[src/hw/rtl/vr_pkg.sv]
package vr_pkg;

  localparam int unsigned FRAC        = 16;
  localparam int unsigned IN_W        = 18;
  localparam int unsigned RAT_W       = 20;
  localparam int unsigned OUT_W       = 20;
  localparam int unsigned CS_W        = 22;
  localparam int unsigned PERP_W      = 28;
  localparam int unsigned WIDE_W      = 56;
  localparam int unsigned ROOT_W      = 28;
  localparam int unsigned SQ_STEPS    = 27;
  localparam int unsigned FIFO_DEPTH  = 4;
  localparam int unsigned FIFO_AW     = 2;
  localparam int unsigned FIFO_CW     = 3;
  localparam int unsigned IN_DATA_W   = 128;
  localparam int unsigned OUT_DATA_W  = 64;

  // Back pipeline: six arithmetic stages, the root steps, then root, product, output.
  localparam int unsigned ST_DIFF     = 5;
  localparam int unsigned ST_SQ0      = 6;
  localparam int unsigned ST_ROOT     = ST_SQ0 + SQ_STEPS;
  localparam int unsigned ST_PROD     = ST_ROOT + 1;
  localparam int unsigned BACK_STAGES = ST_PROD + 2;

  typedef logic [IN_W-1:0] comp_t;

  // One classified item as it waits between the front and the back.
  typedef struct packed {
    comp_t [2:0]              inc;
    comp_t [2:0]              nrm;
    logic [RAT_W-1:0]         ratio;
    logic signed [CS_W-1:0]   cs;
  } item_t;

  typedef struct packed {
    logic               full;
    logic               empty;
    logic [FIFO_CW-1:0] count;
  } fifo_stat_t;

endpackage

[src/hw/rtl/vr_front.sv]
module vr_front (
  input  logic                        clk_i,
  input  logic                        rst_ni,
  input  logic                        valid_i,
  output logic                        ready_o,
  input  logic [vr_pkg::IN_DATA_W-1:0] data_i,
  input  logic                        full_i,
  output logic                        push_o,
  output vr_pkg::item_t               item_o
);
  import vr_pkg::*;

  localparam int unsigned PW = 2 * IN_W;
  localparam int unsigned DW = PW + 2;
  localparam logic signed [DW-1:0] ONE  = DW'(64'd1 << (2 * FRAC));
  localparam logic signed [DW-1:0] HALF = DW'(64'd1 << (FRAC - 1));

  logic                 v1_q, v2_q, en;
  comp_t [2:0]          inc1_q, nrm1_q;
  logic [RAT_W-1:0]     rat1_q;
  logic signed [PW-1:0] prod_q [3];
  item_t                item_q;
  logic signed [DW-1:0] dsum, ndot, ndot_c, ndot_r;

  assign en      = !v2_q || !full_i;
  assign ready_o = en;
  assign push_o  = v2_q && !full_i;
  assign item_o  = item_q;

  always_ff @(posedge clk_i or negedge rst_ni) begin
    if (!rst_ni) begin
      v1_q <= 1'b0;
      v2_q <= 1'b0;
    end else if (en) begin
      v1_q <= valid_i;
      v2_q <= v1_q;
    end
  end

  always_ff @(posedge clk_i) begin
    if (en) begin
      for (int i = 0; i < 3; i++) begin
        inc1_q[i] <= data_i[i*IN_W +: IN_W];
        nrm1_q[i] <= data_i[(3+i)*IN_W +: IN_W];
        prod_q[i] <= $signed(data_i[i*IN_W +: IN_W]) * $signed(data_i[(3+i)*IN_W +: IN_W]);
      end
      rat1_q       <= data_i[6*IN_W +: RAT_W];
      item_q.inc   <= inc1_q;
      item_q.nrm   <= nrm1_q;
      item_q.ratio <= rat1_q;
      item_q.cs    <= ndot_r[DW-1 -: CS_W];
    end
  end

  // Cosine: negated dot product, limited to one, rounded half up.
  always_comb begin
    dsum   = DW'(prod_q[0]) + DW'(prod_q[1]) + DW'(prod_q[2]);
    ndot   = -dsum;
    ndot_c = (ndot > ONE) ? ONE : ndot;
    ndot_r = ndot_c + HALF;
  end

endmodule

[config.mk]
export PLATFORM = sky130hd
export DESIGN_NAME = vr_front
export DESIGN_NICKNAME = d
export VERILOG_FILES = /design/src/hw/rtl/vr_pkg.sv /design/src/hw/rtl/vr_front.sv
export SDC_FILE = /design/constraint.sdc
export NUM_CORES = 2
export LEC_CHECK = 0
export ABC_AREA = 1
export BUFFER_PORTS_ARGS = -buffer_cell sky130_fd_sc_hd__buf_2
export CORE_MARGIN = 2
export CORE_UTILIZATION = 45
export DETAILED_ROUTE_END_ITERATION = 7
export SKIP_LAST_GASP = 1
export SLEW_MARGIN = 30
export SYNTH_ARGS = -nofsm -noshare
export SYNTH_HDL_FRONTEND = slang
export SYNTH_SLANG_ARGS = --single-unit
[constraint.sdc]
create_clock -name clk_i -period 14.9 [get_ports clk_i]
set_clock_uncertainty 0.1 [all_clocks]
set_input_delay 1.49 -clock clk_i [delete_from_list [all_inputs] [get_ports clk_i]]
set_output_delay 1.49 -clock clk_i [all_outputs]
set_load 0.02 [all_outputs]
# After elaboration in Yosys (flattened, before gate mapping)
# Memories as Yosys holds them, arrays and structs flattened.
# Index checks and enable logic that the tools add are counted.
[word_totals] regBits=280 n_memories=1 elab_cells=33 out_inout_bits=152 mem_bits_rw=108
[op_classes] reduce_logical=4 order_cmp=1 n_addsub=4 n_mux=3 multipliers=3
[mem_list] name="prod_q" depth=3 word_bits=36 read_ports=3 rd_ports_with_merged_regs=0 write_ports=3 line="vr_front.sv:21" source="logic signed [PW-1:0] prod_q [3];"
[ops] cell="18-bit by 18-bit multiplier with 36-bit output" n=3
[ops] cell="37-bit by 36-bit adder with 38-bit output" n=1
[ops] cell="38-bit by 17-bit adder with 38-bit output, second input constant" n=1
[ops] cell="38-bit by 34-bit > comparator with 1-bit output, second input constant" n=1
[ops] cell="38-bit two-way mux" n=1
[ops] cell="38-bit negator" n=1
[ops] cell="36-bit by 36-bit adder with 37-bit output" n=1
[ops] cell="1-bit zero test" n=2
[ops] cell="1-bit two-way mux" n=2
[ops] cell="1-bit logical AND" n=1
[ops] cell="1-bit logical OR" n=1

# Depth between registers and ports, before layout
[logic_depth] depth_word=6 mapped_depth=36 depth_no_buf=35

# Worst setup path before layout
# Ideal clock, no wire load.
[synth_timing] path_type="in2out" from="input full_i" to="output ready_o" arrival_time_ns=9.756 cell_stages=1 slack_ns=3.554 n_path_buf=0 cell_sequence="nand2_1"
[synth_between] elab_chain_cells=2
[synth_lines] element="from (decl)" line="vr_front.sv:7" source="input logic full_i,"
[synth_lines] element="1-bit zero test" line="vr_front.sv:25" source="assign en = !v2_q || !full_i;"
[synth_lines] element="1-bit logical OR" line="vr_front.sv:25"
[synth_lines] element="to (decl)" line="vr_front.sv:5" source="output logic ready_o,"
# Every way passes these cells.

==> flow_summary.toml <==
[status]
status = "finished, final reports clean"

[cells_and_area]
regArea_sq_mm = 0.0116
final_util = 0.490
final_cell_mix = "1827 x inv_1, 1369 x nand2_1, 1023 x fa_1"
area_growth_pct = 7.76
drive_gt1_frac = 0.0682
final_cells = 7623
n_antenna_cell = 0
final_common_cell = "inv_1"
multi_input_area_sq_mm = 0.0344
fin_nets = 7559
fillers = 11333

[timing]
worst_slew_pin_slew_ns = 0.890
slew_headroom = 0.406
finalSetupViolations = 0
rsz0062_at_grt = "no"
timing.final.hold_violations = 0
min_period_ns = 7.24
whs_ns = 0.304
report.final.slew_viol_count = 0
finalCritPeriodShare = 0.486
finalSetupTns_ns = 0
fmaxAchievable_ghz = 0.138

[logic_synthesis]
synthSimpleGateAreaFrac = 0.128
synthesis.instances = 5926
synth_xor_area_frac = 0.0222
yosysUniqueCellTypes = 45
yosysWarnings = 0
synth_mux_area_frac = 0
netlist_area_sq_mm = 0.0537
yosys.area.top_type = "fa_1"
synth_fp_nets = 7435
ys_ff_latch = 388
synthAdderAreaFrac = 0.464
synth_edf_count = 386
avgSynthCellArea_sq_um = 9.06
synth_top_family_by_area = "adder cells"
ys.flop_type = "edfxtp_1"
synth_compound_area_frac = 0.0261
synth.top_cell.area_share = 0.381
async_flop_share = 0.00515
synthTopCellsByArea = "fa_1 38%, edfxtp_1 22%, inv_1 13%"
synth_seq_area_share = 0.217

[clock_network]
cts_tree = "yes"
cts_root_buf = "clkbuf_16"
cts_resized = 0
clk_pin_slew_worst_paths_ns = 0.07
cts_hold_buffers = 0
clk_latency_ns = 0.64
cts_buffer_depth = 3
cts.sinks = 388
cts_buffers = 48
cts_max_level = 2
cts_setup_buffers = 0

[setup_path]
setup.worst_path.end_class = "flop"
start_kind = "input pin"
r2r-end = "item_o[15]"
cp.arrival_ns = 7.51
cp_max_fo = 19
worst-endpoint-required_ns = 15.16
rr_startpoint = "prod_q[0][73]"
path_class = "input pin to flop"
r2r_slack_ns = 8.49
worstRegToRegCells = 35

[detailed_routing]
via_per_inst = 4.84
drt_iter0_drc = 2241
wl_per_cell_microns = 16.5
via_count = 36902
wirelength_microns = 126000
ant_nets = 0
drtPass1Iterations = 6
post-route-drc-count = 0

[floorplanning]
die_h_microns = 349
num_io_pins = 284
dieWidth_microns = 349
die-area_sq_mm = 0.122
core_area_sq_mm = 0.118
start_util = 0.454
rows = 126

[min_path]
worstHoldPathCells = 0
min_path_type = "flop to flop"
hold_start = "inc1_q[9]"
holdPathEnd = "item_o[105]"

[global_route]
grt_pass1_vias = 39781
global_route.overflow_total = 0
track_usage = 0.214
grt_max_degree = 77
grt_pass1_wl_microns = 206000
antenna_found_initial = 0

[placed_design]
dp_hpwl_microns = 103000
gp_congestion = 0.913
placed_cells = 7536
numPortBuffers = 283

[flow_run]
maxCapViolations = 0
## stage by stage
| step | worst slack, ns | cell area, sq um |
|---|---|---|
| after floorplan | 3.55 | 53700 |
| after global placement | 7.09 | 56300 |
| after detailed placement | 7.01 | 56300 |
| after CTS | 7.69 | 57900 |
| after global routing | 7.27 | 57900 |
| final | 7.66 | 57900 |
## cell usage after synthesis, drive strengths merged (4+ instances only)
cell type / instances
o221ai: 5
o21bai: 13
nand2: 1383
xor2: 82
nor2: 184
nand4: 16
ha: 354
nor3: 20
a21oi: 127
a31oi: 14
fa: 1023
nand3b: 9
edfxtp: 386
a21boi: 8
o21a: 6
o21ai: 63
nand3: 87
clkbuf: 187
or2: 13
xnor2: 54
a21o: 4
inv: 1833
buf: 29
nor4: 5
## cells by family after synthesis
family,Yosys count
DFF,388
buffers and inverters,2052
and+or+nand+nor,1723
adders and majority gates,1377
AOI/OAI and AO/OA,250
xor gates and xnor gates,136
## layer usage
metal | track usage | wire length (microns) | vias to the layer above
li1 | - | - | 17274
met1 | 0.279 | 53100 | 18599
met2 | 0.375 | 63000 | 851
met3 | 0.0272 | 6310 | 178
met4 | 0.0617 | 3600 | 0
met5 | 0 | 0 | -
## flip-flops by register name (all words and copies together) (netlist names)
| name | count |
|---|---|
| item_o | 150 |
| prod_q | 108 |
| inc1_q | 54 |
| nrm1_q | 54 |
| rat1_q | 20 |
| v1_q | 1 |
| v2_q | 1 |
## how the worst max path moves through the flow
stage | depth (start not counted) | slack, ns | startpoint | to
after global placement | 23 | 7.09 | data_i[46] | prod_q[0][99]
after global routing | 25 | 7.27 | data_i[46] | prod_q[0][103]
final | 23 | 7.66 | data_i[46] | prod_q[0][99]
after detailed placement | 23 | 7.01 | data_i[46] | prod_q[0][99]
after floorplan | 1 | 3.55 | full_i | ready_o
after CTS | 23 | 7.69 | data_i[46] | prod_q[0][99]
## layout make-up
class / count / share of cell area
inverters: 1836 / 0.119
multi-input cells: 3486 / 0.594
well taps: 1536 / 0.0332
clock inverters: 30 / 0.00573
repair buffers: 290 / 0.0255
flip-flops and latches: 388 / 0.201
clock buffers: 57 / 0.0217
## worst max-delay path: stages
cell      delay [ns]
buf_2           0.41
nand2_1         0.15
fa_1            0.53
fa_1            0.53
inv_1           0.05
ha_1            0.26
inv_1           0.05
fa_1            0.49
fa_1            0.51
fa_1            0.50
inv_1           0.04
ha_1            0.29
inv_1           0.10
o21ai_0         0.10
a21oi_1         0.19
o21bai_1        0.09
a21oi_1         0.21
o21ai_0         0.16
a21boi_0        0.51
o21ai_0         0.28
a21oi_1         0.25
o21ai_0         0.12
xor2_1          0.16
Power is not shown: default switching activity piles up to over one toggle a cycle in this logic, so the estimate is an artifact.
