## src/hw/rtl/vr_pkg.sv

```systemverilog
package vr_pkg;

  localparam int unsigned FRAC        = 16;
  localparam int unsigned IN_W        = 18;
  localparam int unsigned RAT_W       = 20;
  localparam int unsigned OUT_W       = 20;
  localparam int unsigned CS_W        = 22;
  localparam int unsigned PERP_W      = 28;
  localparam int unsigned WIDE_W      = 56;
  localparam int unsigned ROOT_W      = 28;
  localparam int unsigned SQ_STEPS    = 27;
  localparam int unsigned FIFO_DEPTH  = 4;
  localparam int unsigned FIFO_AW     = 2;
  localparam int unsigned FIFO_CW     = 3;
  localparam int unsigned IN_DATA_W   = 128;
  localparam int unsigned OUT_DATA_W  = 64;

  // Back pipeline: six arithmetic stages, the root steps, then root, product, output.
  localparam int unsigned ST_DIFF     = 5;
  localparam int unsigned ST_SQ0      = 6;
  localparam int unsigned ST_ROOT     = ST_SQ0 + SQ_STEPS;
  localparam int unsigned ST_PROD     = ST_ROOT + 1;
  localparam int unsigned BACK_STAGES = ST_PROD + 2;

  typedef logic [IN_W-1:0] comp_t;

  // One classified item as it waits between the front and the back.
  typedef struct packed {
    comp_t [2:0]              inc;
    comp_t [2:0]              nrm;
    logic [RAT_W-1:0]         ratio;
    logic signed [CS_W-1:0]   cs;
  } item_t;

  typedef struct packed {
    logic               full;
    logic               empty;
    logic [FIFO_CW-1:0] count;
  } fifo_stat_t;

endpackage

```

## src/hw/rtl/vr_fifo.sv

```systemverilog
module vr_fifo (
  input  logic               clk_i,
  input  logic               rst_ni,
  input  logic               push_i,
  input  vr_pkg::item_t      item_i,
  input  logic               pop_i,
  output vr_pkg::item_t      item_o,
  output vr_pkg::fifo_stat_t stat_o
);
  import vr_pkg::*;

  item_t                mem_q [FIFO_DEPTH];
  logic [FIFO_AW-1:0]   wr_q, rd_q;
  logic [FIFO_CW-1:0]   cnt_q;

  assign item_o       = mem_q[rd_q];
  assign stat_o.count = cnt_q;
  assign stat_o.full  = (cnt_q == FIFO_CW'(FIFO_DEPTH));
  assign stat_o.empty = (cnt_q == '0);

  always_ff @(posedge clk_i or negedge rst_ni) begin
    if (!rst_ni) begin
      wr_q  <= '0;
      rd_q  <= '0;
      cnt_q <= '0;
    end else begin
      if (push_i) wr_q <= wr_q + 1'b1;
      if (pop_i)  rd_q <= rd_q + 1'b1;
      if (push_i && !pop_i)      cnt_q <= cnt_q + 1'b1;
      else if (pop_i && !push_i) cnt_q <= cnt_q - 1'b1;
    end
  end

  always_ff @(posedge clk_i) begin
    if (push_i) mem_q[wr_q] <= item_i;
  end

endmodule

```

## config.mk

```make
export PLATFORM = sky130hd
export DESIGN_NAME = vr_fifo
export DESIGN_NICKNAME = d
export VERILOG_FILES = /design/src/hw/rtl/vr_pkg.sv /design/src/hw/rtl/vr_fifo.sv
export SDC_FILE = /design/constraint.sdc
export NUM_CORES = 1
export LEC_CHECK = 0
export CORE_MARGIN = 4
export CORE_UTILIZATION = 25
export CTS_BUF_LIST = sky130_fd_sc_hd__clkbuf_8
export CTS_CLUSTER_DIAMETER = 80
export DETAILED_ROUTE_END_ITERATION = 8
export DONT_BUFFER_PORTS = 1
export PLACE_DENSITY = 0.34
export SLEW_MARGIN = 5
export SYNTH_ARGS = -nofsm -noshare
export SYNTH_HDL_FRONTEND = slang
export SYNTH_SLANG_ARGS = --single-unit
```

## constraint.sdc

```tcl
create_clock -name clk_i -period 8 [get_ports clk_i]
set_input_delay 0.8 -clock clk_i [delete_from_list [all_inputs] [get_ports clk_i]]
set_output_delay 0.8 -clock clk_i [all_outputs]
set_load 0.05 [all_outputs]
```

Word-level counts from Yosys, hierarchy flattened
Memory sizes are Yosys's and may differ from the RTL's.
Cells that the tools add are included.
{"block": "totals", "out_inout_bits": 155, "mem_bits_rw": 600, "ff_bits": 7, "memories": 1, "inputBits": 154, "word_cells": 19}
{"name": "mem_q", "depth": 4, "width": 150, "read_ports": 1, "rd_clocked_by_memory_dff": 0, "write_ports": 1, "line_no": "vr_fifo.sv:12", "source": "item_t mem_q [FIFO_DEPTH];"}
{"block": "classes", "eq_ne": 1, "n_reduce_logical": 6, "addsub": 4, "muxes": 4}
{"op": "2-to-1 mux 3 bit", "count": 2}
{"op": "adder 2 x 1 -> 2 bit, second input constant", "count": 2}
{"op": "adder 3 x 1 -> 3 bit, second input constant", "count": 1}
{"op": "== test 3 bit, second input constant", "count": 1}
{"op": "zero test 3 bit", "count": 1}
{"op": "subtractor 3 x 1 -> 3 bit, second input constant", "count": 1}
{"op": "logical AND 1 bit", "count": 2}
{"op": "zero test 1 bit", "count": 2}
{"op": "2-to-1 mux 1 bit", "count": 2}
{"op": "nonzero test 2 bit", "count": 1}

Logic depth before layout (Yosys ltp)
Gate-level depths: netlist of the first run.
{"block": "logic_depth", "word_depth": 4, "mapped_depth": 7, "depth_no_buf": 7}

Least setup slack after synthesis of the first run
No wires, ideal clock.
{"block": "synth_timing", "path_kind": "in2reg", "from": "input port push_i", "to": "memory mem_q[1][0] (netlist name) (enable)", "t_required_ns": 7.473, "path_stages": 1, "path_slack_ns": 3.250, "t_arrival_ns": 4.223, "n_path_buf": 0, "setup_time_ns": 0.527, "path_cell_list": "and2_1"}
{"block": "synth_between", "elab_chain_cells": 2}
{"element": "start: declaration", "line_no": "vr_fifo.sv:4", "source": "input logic push_i,"}
{"element": "2-to-1 mux 1 bit", "line_no": "vr_fifo.sv:35", "source": "if (push_i) mem_q[wr_q] <= item_i;"}
{"element": "2-to-1 mux 1 bit (implied by the code)", "line_no": "vr_fifo.sv:35"}
{"element": "end: declaration", "line_no": "vr_fifo.sv:12"}
No other way between the ends.

==> results_dict.tcl, run 1 <==
set metrics [dict create \
    cts_buffers 106 \
    netlist_instances 818 \
    final_nets 1067 \
    worst_setup_path_start_kind "flip-flop" \
    maxCapViolCount 0 \
    pwr-share-seq 0.411 \
    dp_hpwl_um 29100 \
    tns_ns 0 \
    finClkSkew_ns 0.0358 \
    grt_max_degree 71 \
    dp_cells 1953 \
    drc_errors 0 \
    instances_no_fill 2146 \
    fp.dieH_um 305 \
    synth.distinct_cells 18 \
    vdd_ir_drop_max_uv 173 \
    syn-num-nets 978 \
    path_max_fanout 43 \
    setup_viol 0 \
    slew_violations 0 \
    min_path_cells 0 \
    worstSetupEndpointType "primary output" \
    finalHoldViolations 0 \
    avgSynthCellArea_um2 26.9 \
    rows 108 \
    hold_buffers 1 \
    ys_ff_latch 607 \
    antenna_found_initial 2 \
    worstMarginPinSlew_ns 1.22 \
    layout-drive-gt1-share 0.306 \
    syn2layout_area_growth_pct 15.0 \
    grt_pass1_vias 9659 \
    r2r_cells 5 \
    mostFrequentLayoutCells "edfxtp_1 (600), mux4_2 (150), clkbuf_8 (110)" \
    min-delay-start "item_i[141]" \
    grt_usage 0.108 \
    drt_wl_total_um 50600 \
    drt-vias-per-instance 4.12 \
    hold_path_class "primary input to flip-flop" \
    required_ns 7.20 \
    grt.overflow.total 0 \
    final_common_cell "edfxtp_1" \
    fin_crit_ns 4.24 \
    place.gp.congestion 0.654 \
    worst_r2r_endpoint "mem_q[1][7]" \
    firstDrtPassIters 4 \
    seq_area_frac_synth 0.827 \
    synth_area_um2 22000 \
    vias 8834 \
    cts_setup_buffers 0 \
    crit_type "flip-flop to primary output" \
    rrSetupSlack_ns 5.17 \
    wl_per_cell_um 23.6 \
    grt_pass1_wl_um 72400 \
    internal-power_mw 6.40 \
    power_switching_share 0.410 \
    htree_levels 3 \
    num_io_pins 309 \
    maxSlewHeadroom 0.186 \
    cts_tree "built" \
    status "finished clean" \
    numPortBuffers 0 \
    p_leak_nw 7.90 \
    fp.coreArea_um2 87000 \
    dieWidth_um 305 \
    drt-initial-drc-count 406 \
    timing.fmax_ghz 0.236 \
    arrival_ns 3.44 \
    yosysWarnings 0 \
    clk_latency_ns 0.73 \
    cts.path.max_buffers 3 \
    reg2reg_from "wr_q[1]" \
    ctsResizeCount 0 \
    p_clk_frac 0.237 \
    hold_path_end "mem_q[2][141]" \
    p_comb_frac 0.352 \
    antenna_left 0 \
    timing.final.crit_share 0.530 \
    root_buffer "clkbuf_8" \
    start_util 0.253 \
    design.die.area_um2 92900 \
    cts.sinks 607 \
    clk_pin_slew_worst_paths_ns 0.06 \
    p_sw_mw 4.46 \
    rsz0062_at_grt "no" \
    p_per_area_nw_per_um2 429 \
]
[cells by family after synthesis]
kind of cell | count (synthesis) | share of synthesized area
muxes | 151 | 0.154
xor gates and xnor gates | 6 | 0.00239
AOI/OAI and AO/OA | 1 | 0.000227
DFF | 607 | 0.827
adders and majority gates | 6 | 0.00375
and+or+nand+nor | 9 | 0.00222
buffers and inverters | 38 | 0.0109
[critical path, cell delays in order, from the launching register on]
cell	delay, ns
dfrtp_4	1.00
buf_4	0.84
mux4_2	0.78
[worst max path at each step]
stage,startpoint,end,depth (start not counted)
3_5_place_dp,rd_q[0],item_o[144],2
2_1_floorplan,push_i,mem_q[1][0],1
3_3_place_gp,rd_q[0],item_o[140],2
4_1_cts,rd_q[0],item_o[144],2
5_1_grt,rd_q[0],item_o[144],2
6_report,rd_q[0],item_o[144],2
[metrics by stage]
stage | instance area, um^2 | hold WS [ns] | power (mW) | util | setup slack, ns
floorplan | 22000 | 0.494 | 7.82 | - | 3.25
global placement | 23400 | 0.505 | 8.51 | 0.269 | 4.33
detailed placement | 23400 | 0.505 | 8.52 | 0.269 | 4.30
CTS | 25300 | 0.0298 | 11.2 | 0.291 | 3.46
global route | 25300 | 0.0588 | 11.4 | 0.291 | 3.37
finish | 25300 | 0.161 | 10.9 | 0.291 | 3.76
[final cells by class]
cell class                      count  area (um^2)
Antenna cell                        2         5.00
Tap cell                         1155         1450
Fill cell                        8489        61700
Inverter                            4         15.0
Timing Repair Buffer               15          128
Clock inverter                     80          423
Sequential cell                   607        18200
Clock buffer                      110         1510
Multi-Input combinational cell    173         3590
[cells in the mapped netlist]
library cell | count | area, um^2
fa_1 | 1 | 20.0
xor2_1 | 4 | 35.0
o21ai_0 | 1 | 5.00
inv_1 | 4 | 15.0
edfxtp_1 | 600 | 18000
and2_1 | 4 | 25.0
xnor2_1 | 2 | 17.5
ha_1 | 5 | 62.6
nand2_1 | 2 | 7.51
buf_6 | 10 | 113
buf_2 | 18 | 90.1
nor2_1 | 1 | 3.75
mux2_2 | 1 | 11.3
nor3b_1 | 1 | 7.51
dfrtp_1 | 7 | 175
mux4_2 | 150 | 3380
clkbuf_1 | 6 | 22.5
nor3_1 | 1 | 5.00
[power by group through the flow]
stage          clock network (mW)  registers [mW]  logic, mW
6_report                     2.58            4.47       3.82
3_3_place_gp                    0            4.55       3.96
2_1_floorplan                   0            4.42       3.40
3_5_place_dp                    0            4.56       3.96
4_1_cts                      2.72            4.49       3.96
5_1_grt                      2.88            4.53       4.00
[metal layers]
| layer | share of wire | GRT usage | up-vias | wire [um] |
|---|---|---|---|---|
| met5 | 0.00026 | 0 | - | 13 |
| met2 | 0.50 | 0.177 | 291 | 25100 |
| li1 | - | - | 3743 | - |
| met1 | 0.38 | 0.120 | 4712 | 19100 |
| met3 | 0.10 | 0.0553 | 86 | 5200 |
| met4 | 0.024 | 0.0400 | 2 | 1220 |
[sequential cells by signal (all words and copies together) (netlist names)]
signal,count
wr_q,2
rd_q,2
cnt_q,3
mem_q,600
Power figures use the tool's default switching activity.
==> run 2: changes to the inputs <==
--- a/config.mk
+++ b/config.mk
@@ -11,7 +11,7 @@
 export CTS_CLUSTER_DIAMETER = 80
 export DETAILED_ROUTE_END_ITERATION = 8
 export DONT_BUFFER_PORTS = 1
-export PLACE_DENSITY = 0.34
+export PLACE_DENSITY = 0.36
 export SLEW_MARGIN = 5
 export SYNTH_ARGS = -nofsm -noshare
 export SYNTH_HDL_FRONTEND = slang
==> constraint.sdc (replaced) <==
create_clock -name clk_i -period 3.55 [get_ports clk_i]
set_input_delay 0.355 -clock clk_i [delete_from_list [all_inputs] [get_ports clk_i]]
set_output_delay 0.355 -clock clk_i [all_outputs]
set_load 0.05 [all_outputs]
==> results_dict.tcl, run 2 (synthesis gave the netlist of run 1 again) <==
set metrics [dict create \
    htree_levels 3 \
    vias 9598 \
    internal-power_mw 15.4 \
    grt.overflow.total 0 \
    timing.fmax_ghz 0.317 \
    cts_buffers 108 \
    largest_register "mem_q" \
    finalWorstSetupSlack_ns 0.394 \
    dieWidth_um 305 \
    antenna_found_initial 4 \
    finClkSkew_ns 0.0209 \
    nFillCells 8372 \
    final_nets 1235 \
    vdd_ir_drop_max_uv 427 \
    antenna_left 0 \
    required_ns 3.19 \
    final_common_cell "edfxtp_1" \
    grt_usage 0.109 \
    worstMarginPinSlew_ns 0.830 \
    rows 108 \
    mostFrequentLayoutCells "edfxtp_1 (600), dlygate4sd3_1 (154), mux4_2 (150)" \
    fp.dieH_um 305 \
    pwr-share-seq 0.386 \
    drt-vias-per-instance 4.14 \
    worst_setup_path_start_kind "flip-flop" \
    multi_input_area_um2 3590 \
    fin_crit_ns 3.16 \
    timing.final.crit_share 0.889 \
    path_max_fanout 40 \
    layout-drive-gt1-share 0.281 \
    grt_pass1_vias 10600 \
    cts.sinks 607 \
    place.gp.congestion 0.665 \
    drt-initial-drc-count 538 \
    maxCapViolCount 0 \
    wl_per_cell_um 21.9 \
    tns_ns 0 \
    whs_ns 0.209 \
    root_buffer "clkbuf_8" \
    status "finished clean" \
    arrival_ns 2.80 \
    ctsResizeCount 0 \
    reg_top3 "mem_q: 600 flops, cnt_q: 3 flops" \
    start_util 0.253 \
    p_sw_mw 10.3 \
    dp_slack_ns 1.01 \
    p_clk_frac 0.256 \
    fp.coreArea_um2 87000 \
    syn2layout_area_growth_pct 24.6 \
    firstDrtPassIters 4 \
    num_io_pins 309 \
    grt_max_degree 45 \
    power_switching_share 0.399 \
    cts_tree "built" \
    rsz0062_at_grt "no" \
    hold_path_class "primary input to flip-flop" \
    dp_hpwl_um 30100 \
    cts.path.max_buffers 3 \
    drt_wl_total_um 50700 \
    drc_errors 0 \
    power_mw 25.7 \
    p_per_area_nw_per_um2 935 \
    largest_reg_flops 600 \
    worstSetupEndpointType "primary output" \
    design.die.area_um2 92900 \
    regArea_um2 18200 \
    grt_pass1_wl_um 74400 \
    clk_latency_ns 0.72 \
    clk_pin_slew_worst_paths_ns 0.06 \
    setup_viol 0 \
    p_comb_frac 0.358 \
    maxSlewHeadroom 0.444 \
    numPortBuffers 0 \
    crit_type "flip-flop to primary output" \
    slew_violations 0 \
    finalHoldViolations 0 \
    p_leak_nw 8.72 \
]
==> run 2: timing repair <==
| item | in CTS | in global routing |
|---|---|---|
| setup buffers | 0 | 0 |
| hold buffers | 154 | 0 |
| hold endpoints to repair | 614 | 0 |
| setup endpoints to repair | 0 | 0 |
==> run 2: path summary, 6_finish.rpt <==
check	cells past startpoint	slack [ns]	end	from
max	2	0.39	item_o[88]	rd_q[0]
min	1	0.21	mem_q[1][129]	push_i
max reg2reg	4	1.51	mem_q[2][79]	wr_q[0]
min reg2reg	1	0.54	wr_q[0]	wr_q[0]
max in group asynchronous	2	2.64	rd_q[1]	rst_ni
min in group asynchronous	2	0.57	wr_q[0]	rst_ni
==> run 2: metal layers <==
metal / track usage / routed length, um
met5: 0 / 7
met2: 0.176 / 24900
met1: 0.134 / 20600
met4: 0.0419 / 1310
met3: 0.0406 / 3870
==> run 2: power by group through the flow <==
stage	Combinational, mW	Sequential (mW)	Clock (mW)
floorplan	7.67	9.84	0
detailed placement	9.28	10.1	0
global route	9.66	10.1	7.28
CTS	9.51	9.97	6.91
global placement	9.25	10.1	0
finish	9.18	9.92	6.57
==> run 2: through the flow <==
| stage | util | area [um^2] | std cells |
|---|---|---|---|
| final | 0.315 | 27400 | 2321 |
| after global routing | 0.315 | 27400 | 2321 |
| after CTS | 0.315 | 27400 | 2318 |
| after detailed placement | 0.272 | 23700 | 1966 |
| after global placement | 0.272 | 23700 | 1966 |
| after floorplan | - | 22000 | 818 |
==> run 2: worst max-delay path, stage by stage, from the launching register on <==
cell	delay (ns)
dfrtp_4	0.89
buf_12	0.41
mux4_2	0.74
==> run 2: area by class of cell <==
type	instances	area share
Antenna cell	3	0.000274
Clock buffer	110	0.0552
Clock inverter	88	0.0252
Inverter	4	0.000547
Multi-Input combinational cell	173	0.131
Sequential cell	607	0.663
Tap cell	1155	0.0527
Timing Repair Buffer	181	0.0718
==> run 3: changes to the inputs <==
--- a/config.mk
+++ b/config.mk
@@ -6,12 +6,12 @@
 export NUM_CORES = 1
 export LEC_CHECK = 0
 export CORE_MARGIN = 4
-export CORE_UTILIZATION = 25
+export CORE_UTILIZATION = 45
 export CTS_BUF_LIST = sky130_fd_sc_hd__clkbuf_8
 export CTS_CLUSTER_DIAMETER = 80
 export DETAILED_ROUTE_END_ITERATION = 8
 export DONT_BUFFER_PORTS = 1
-export PLACE_DENSITY = 0.36
+export PLACE_DENSITY = 0.58
 export SLEW_MARGIN = 5
 export SYNTH_ARGS = -nofsm -noshare
 export SYNTH_HDL_FRONTEND = slang
==> constraint.sdc (replaced) <==
create_clock -name clk_i -period 2.9 [get_ports clk_i]
set_input_delay 0.29 -clock clk_i [delete_from_list [all_inputs] [get_ports clk_i]]
set_output_delay 0.29 -clock clk_i [all_outputs]
set_load 0.05 [all_outputs]
==> results_dict.tcl, run 3 (synthesis gave the netlist of run 1 again) <==
set metrics [dict create \
    status "finished clean" \
    min_path_cells 1 \
    slew_violations 0 \
    num_io_pins 309 \
    antenna_left 0 \
    worst_setup_path_start_kind "flip-flop" \
    rrSetupSlack_ns 0.93 \
    reg2reg_from "wr_q[0]" \
    dp_slack_ns 0.793 \
    finalWorstSetupSlack_ns 0.216 \
    grt.overflow.total 0 \
    finClkSkew_ns 0.0112 \
    dieWidth_um 229 \
    cts_setup_buffers 0 \
    antenna_found_initial 5 \
    drt-vias-per-instance 5.40 \
    cts.sinks 607 \
    finalHoldViolations 0 \
    drt-initial-drc-count 555 \
    cp_slowest_cell "mux4_2" \
    htree_levels 3 \
    min-delay-start "push_i" \
    maxCapViolCount 0 \
    required_ns 2.61 \
    dp_hpwl_um 25500 \
    final_common_cell "edfxtp_1" \
    syn2layout_area_growth_pct 18.7 \
    drt_wl_total_um 42900 \
    rsz0062_at_grt "no" \
    cts_tree "built" \
    rows 80 \
    crit_type "flip-flop to primary output" \
    maxSlewHeadroom 0.435 \
    fp.coreArea_um2 48000 \
    largest_register "mem_q" \
    arrival_ns 2.39 \
    drc_errors 0 \
    crit_chain "buf_12 -> mux4_2" \
    reg_top3 "mem_q: 600 flops, cnt_q: 3 flops" \
    power_mw 29.3 \
    wl_per_cell_um 24.6 \
    vias 9419 \
    root_buffer "clkbuf_8" \
    final_nets 1211 \
    tns_ns 0 \
    largest_reg_flops 600 \
    design.die.area_um2 52500 \
    hold_path_end "mem_q[2][133]" \
    layout-drive-gt1-share 0.260 \
    start_util 0.458 \
    setup_viol 0 \
    cpPeakStageDelay_ns 0.75 \
    p_per_area_nw_per_um2 1120 \
    worstSetupEndpointType "primary output" \
    cts_buffers 94 \
    cts.path.max_buffers 3 \
    worstMarginPinSlew_ns 0.843 \
    worst_r2r_endpoint "mem_q[2][63]" \
    hold_path_class "primary input to flip-flop" \
    clk_pin_slew_worst_paths_ns 0.06 \
    place.gp.congestion 0.802 \
    grt_usage 0.163 \
    grt_pass1_vias 10300 \
    fin_area_um2 26100 \
    mostFrequentLayoutCells "edfxtp_1 (600), dlygate4sd3_1 (154), mux4_2 (150)" \
    clk_latency_ns 0.65 \
    firstDrtPassIters 4 \
    timing.final.crit_share 0.925 \
    grt_pass1_wl_um 64800 \
    r2r_cells 4 \
    place_area_um2 22800 \
    fp.dieH_um 229 \
    path_max_fanout 51 \
    grt_max_degree 99 \
    numPortBuffers 0 \
    timing.fmax_ghz 0.373 \
    fin_crit_ns 2.68 \
    vdd_ir_drop_max_uv 638 \
    p_leak_nw 8.42 \
]
run 3: cell types whose count changed in the layout (fill, tap and decap cells not counted):
cell / before / now
clkbuf_8: 110 / 97
bufinv_16: 11 / 2
buf_12: 18 / 11
buf_4: 9 / 4
clkinv_1: 29 / 27
clkinv_2: 12 / 14
clkinv_8: 2 / 0
clkinvlp_4: 4 / 2
buf_16: 0 / 1
clkbuf_16: 0 / 1
inv_1: 31 / 30
inv_6: 1 / 0
run 3: area by class of cell:
cell class | instances | area (um^2)
tap | 615 | 769
antenna | 3 | 7.51
inverter | 4 | 15.0
fill | 3579 | 21900
timing repair buffer | 171 | 1840
clock inverter | 73 | 364
sequential | 607 | 18200
multi-input combinational | 173 | 3590
clock buffer | 97 | 1340
run 3: worst max-delay path by stage:
stage / cells after the start / startpoint / slack, ns / end
after floorplan: 3 / wr_q[1] / 0.02 / mem_q[1][0]
after global placement: 2 / rd_q[0] / 0.83 / item_o[38]
after detailed placement: 2 / rd_q[0] / 0.79 / item_o[38]
after CTS: 2 / rd_q[0] / 0.03 / item_o[38]
after global routing: 2 / rd_q[0] / 0.05 / item_o[3]
final: 2 / rd_q[0] / 0.22 / item_o[10]
run 3: power by group:
group          total (mW)  switching (mW)  internal (mW)
Sequential           12.0           0.511           11.5
Combinational        11.0            8.16           2.80
Clock                6.40            3.11           3.29
Total                29.3            11.8           17.6
run 3: repair_timing:
action | 4_1_cts | 5_1_grt
hold buffers | 154 | 0
resized for setup | 0 | 1
setup endpoints to repair | 0 | 50
hold endpoints to repair | 613 | 0
run 3: layer usage:
metal | share of wire | global-route usage | wire length, um
met3 | 0.079 | 0.0609 | 3370
met2 | 0.52 | 0.270 | 22100
met5 | 0.00051 | 0 | 22
met4 | 0.020 | 0.0489 | 837
met1 | 0.39 | 0.202 | 16500
run 3: through the flow:
step           hold slack, ns   util  std cells
2_1_floorplan        -0.00559      -        818
3_3_place_gp         -0.00533  0.476       1415
3_5_place_dp         -0.00529  0.476       1415
4_1_cts                0.0439  0.543       1739
5_1_grt                0.0371  0.544       1742
6_report                0.111  0.544       1743
run 3: critical path, delay by kind of cell (launching register included):
kind | cells | cell delay [ns]
buf+inv | 1 | 0.35
flops | 1 | 0.53
mux | 1 | 0.75
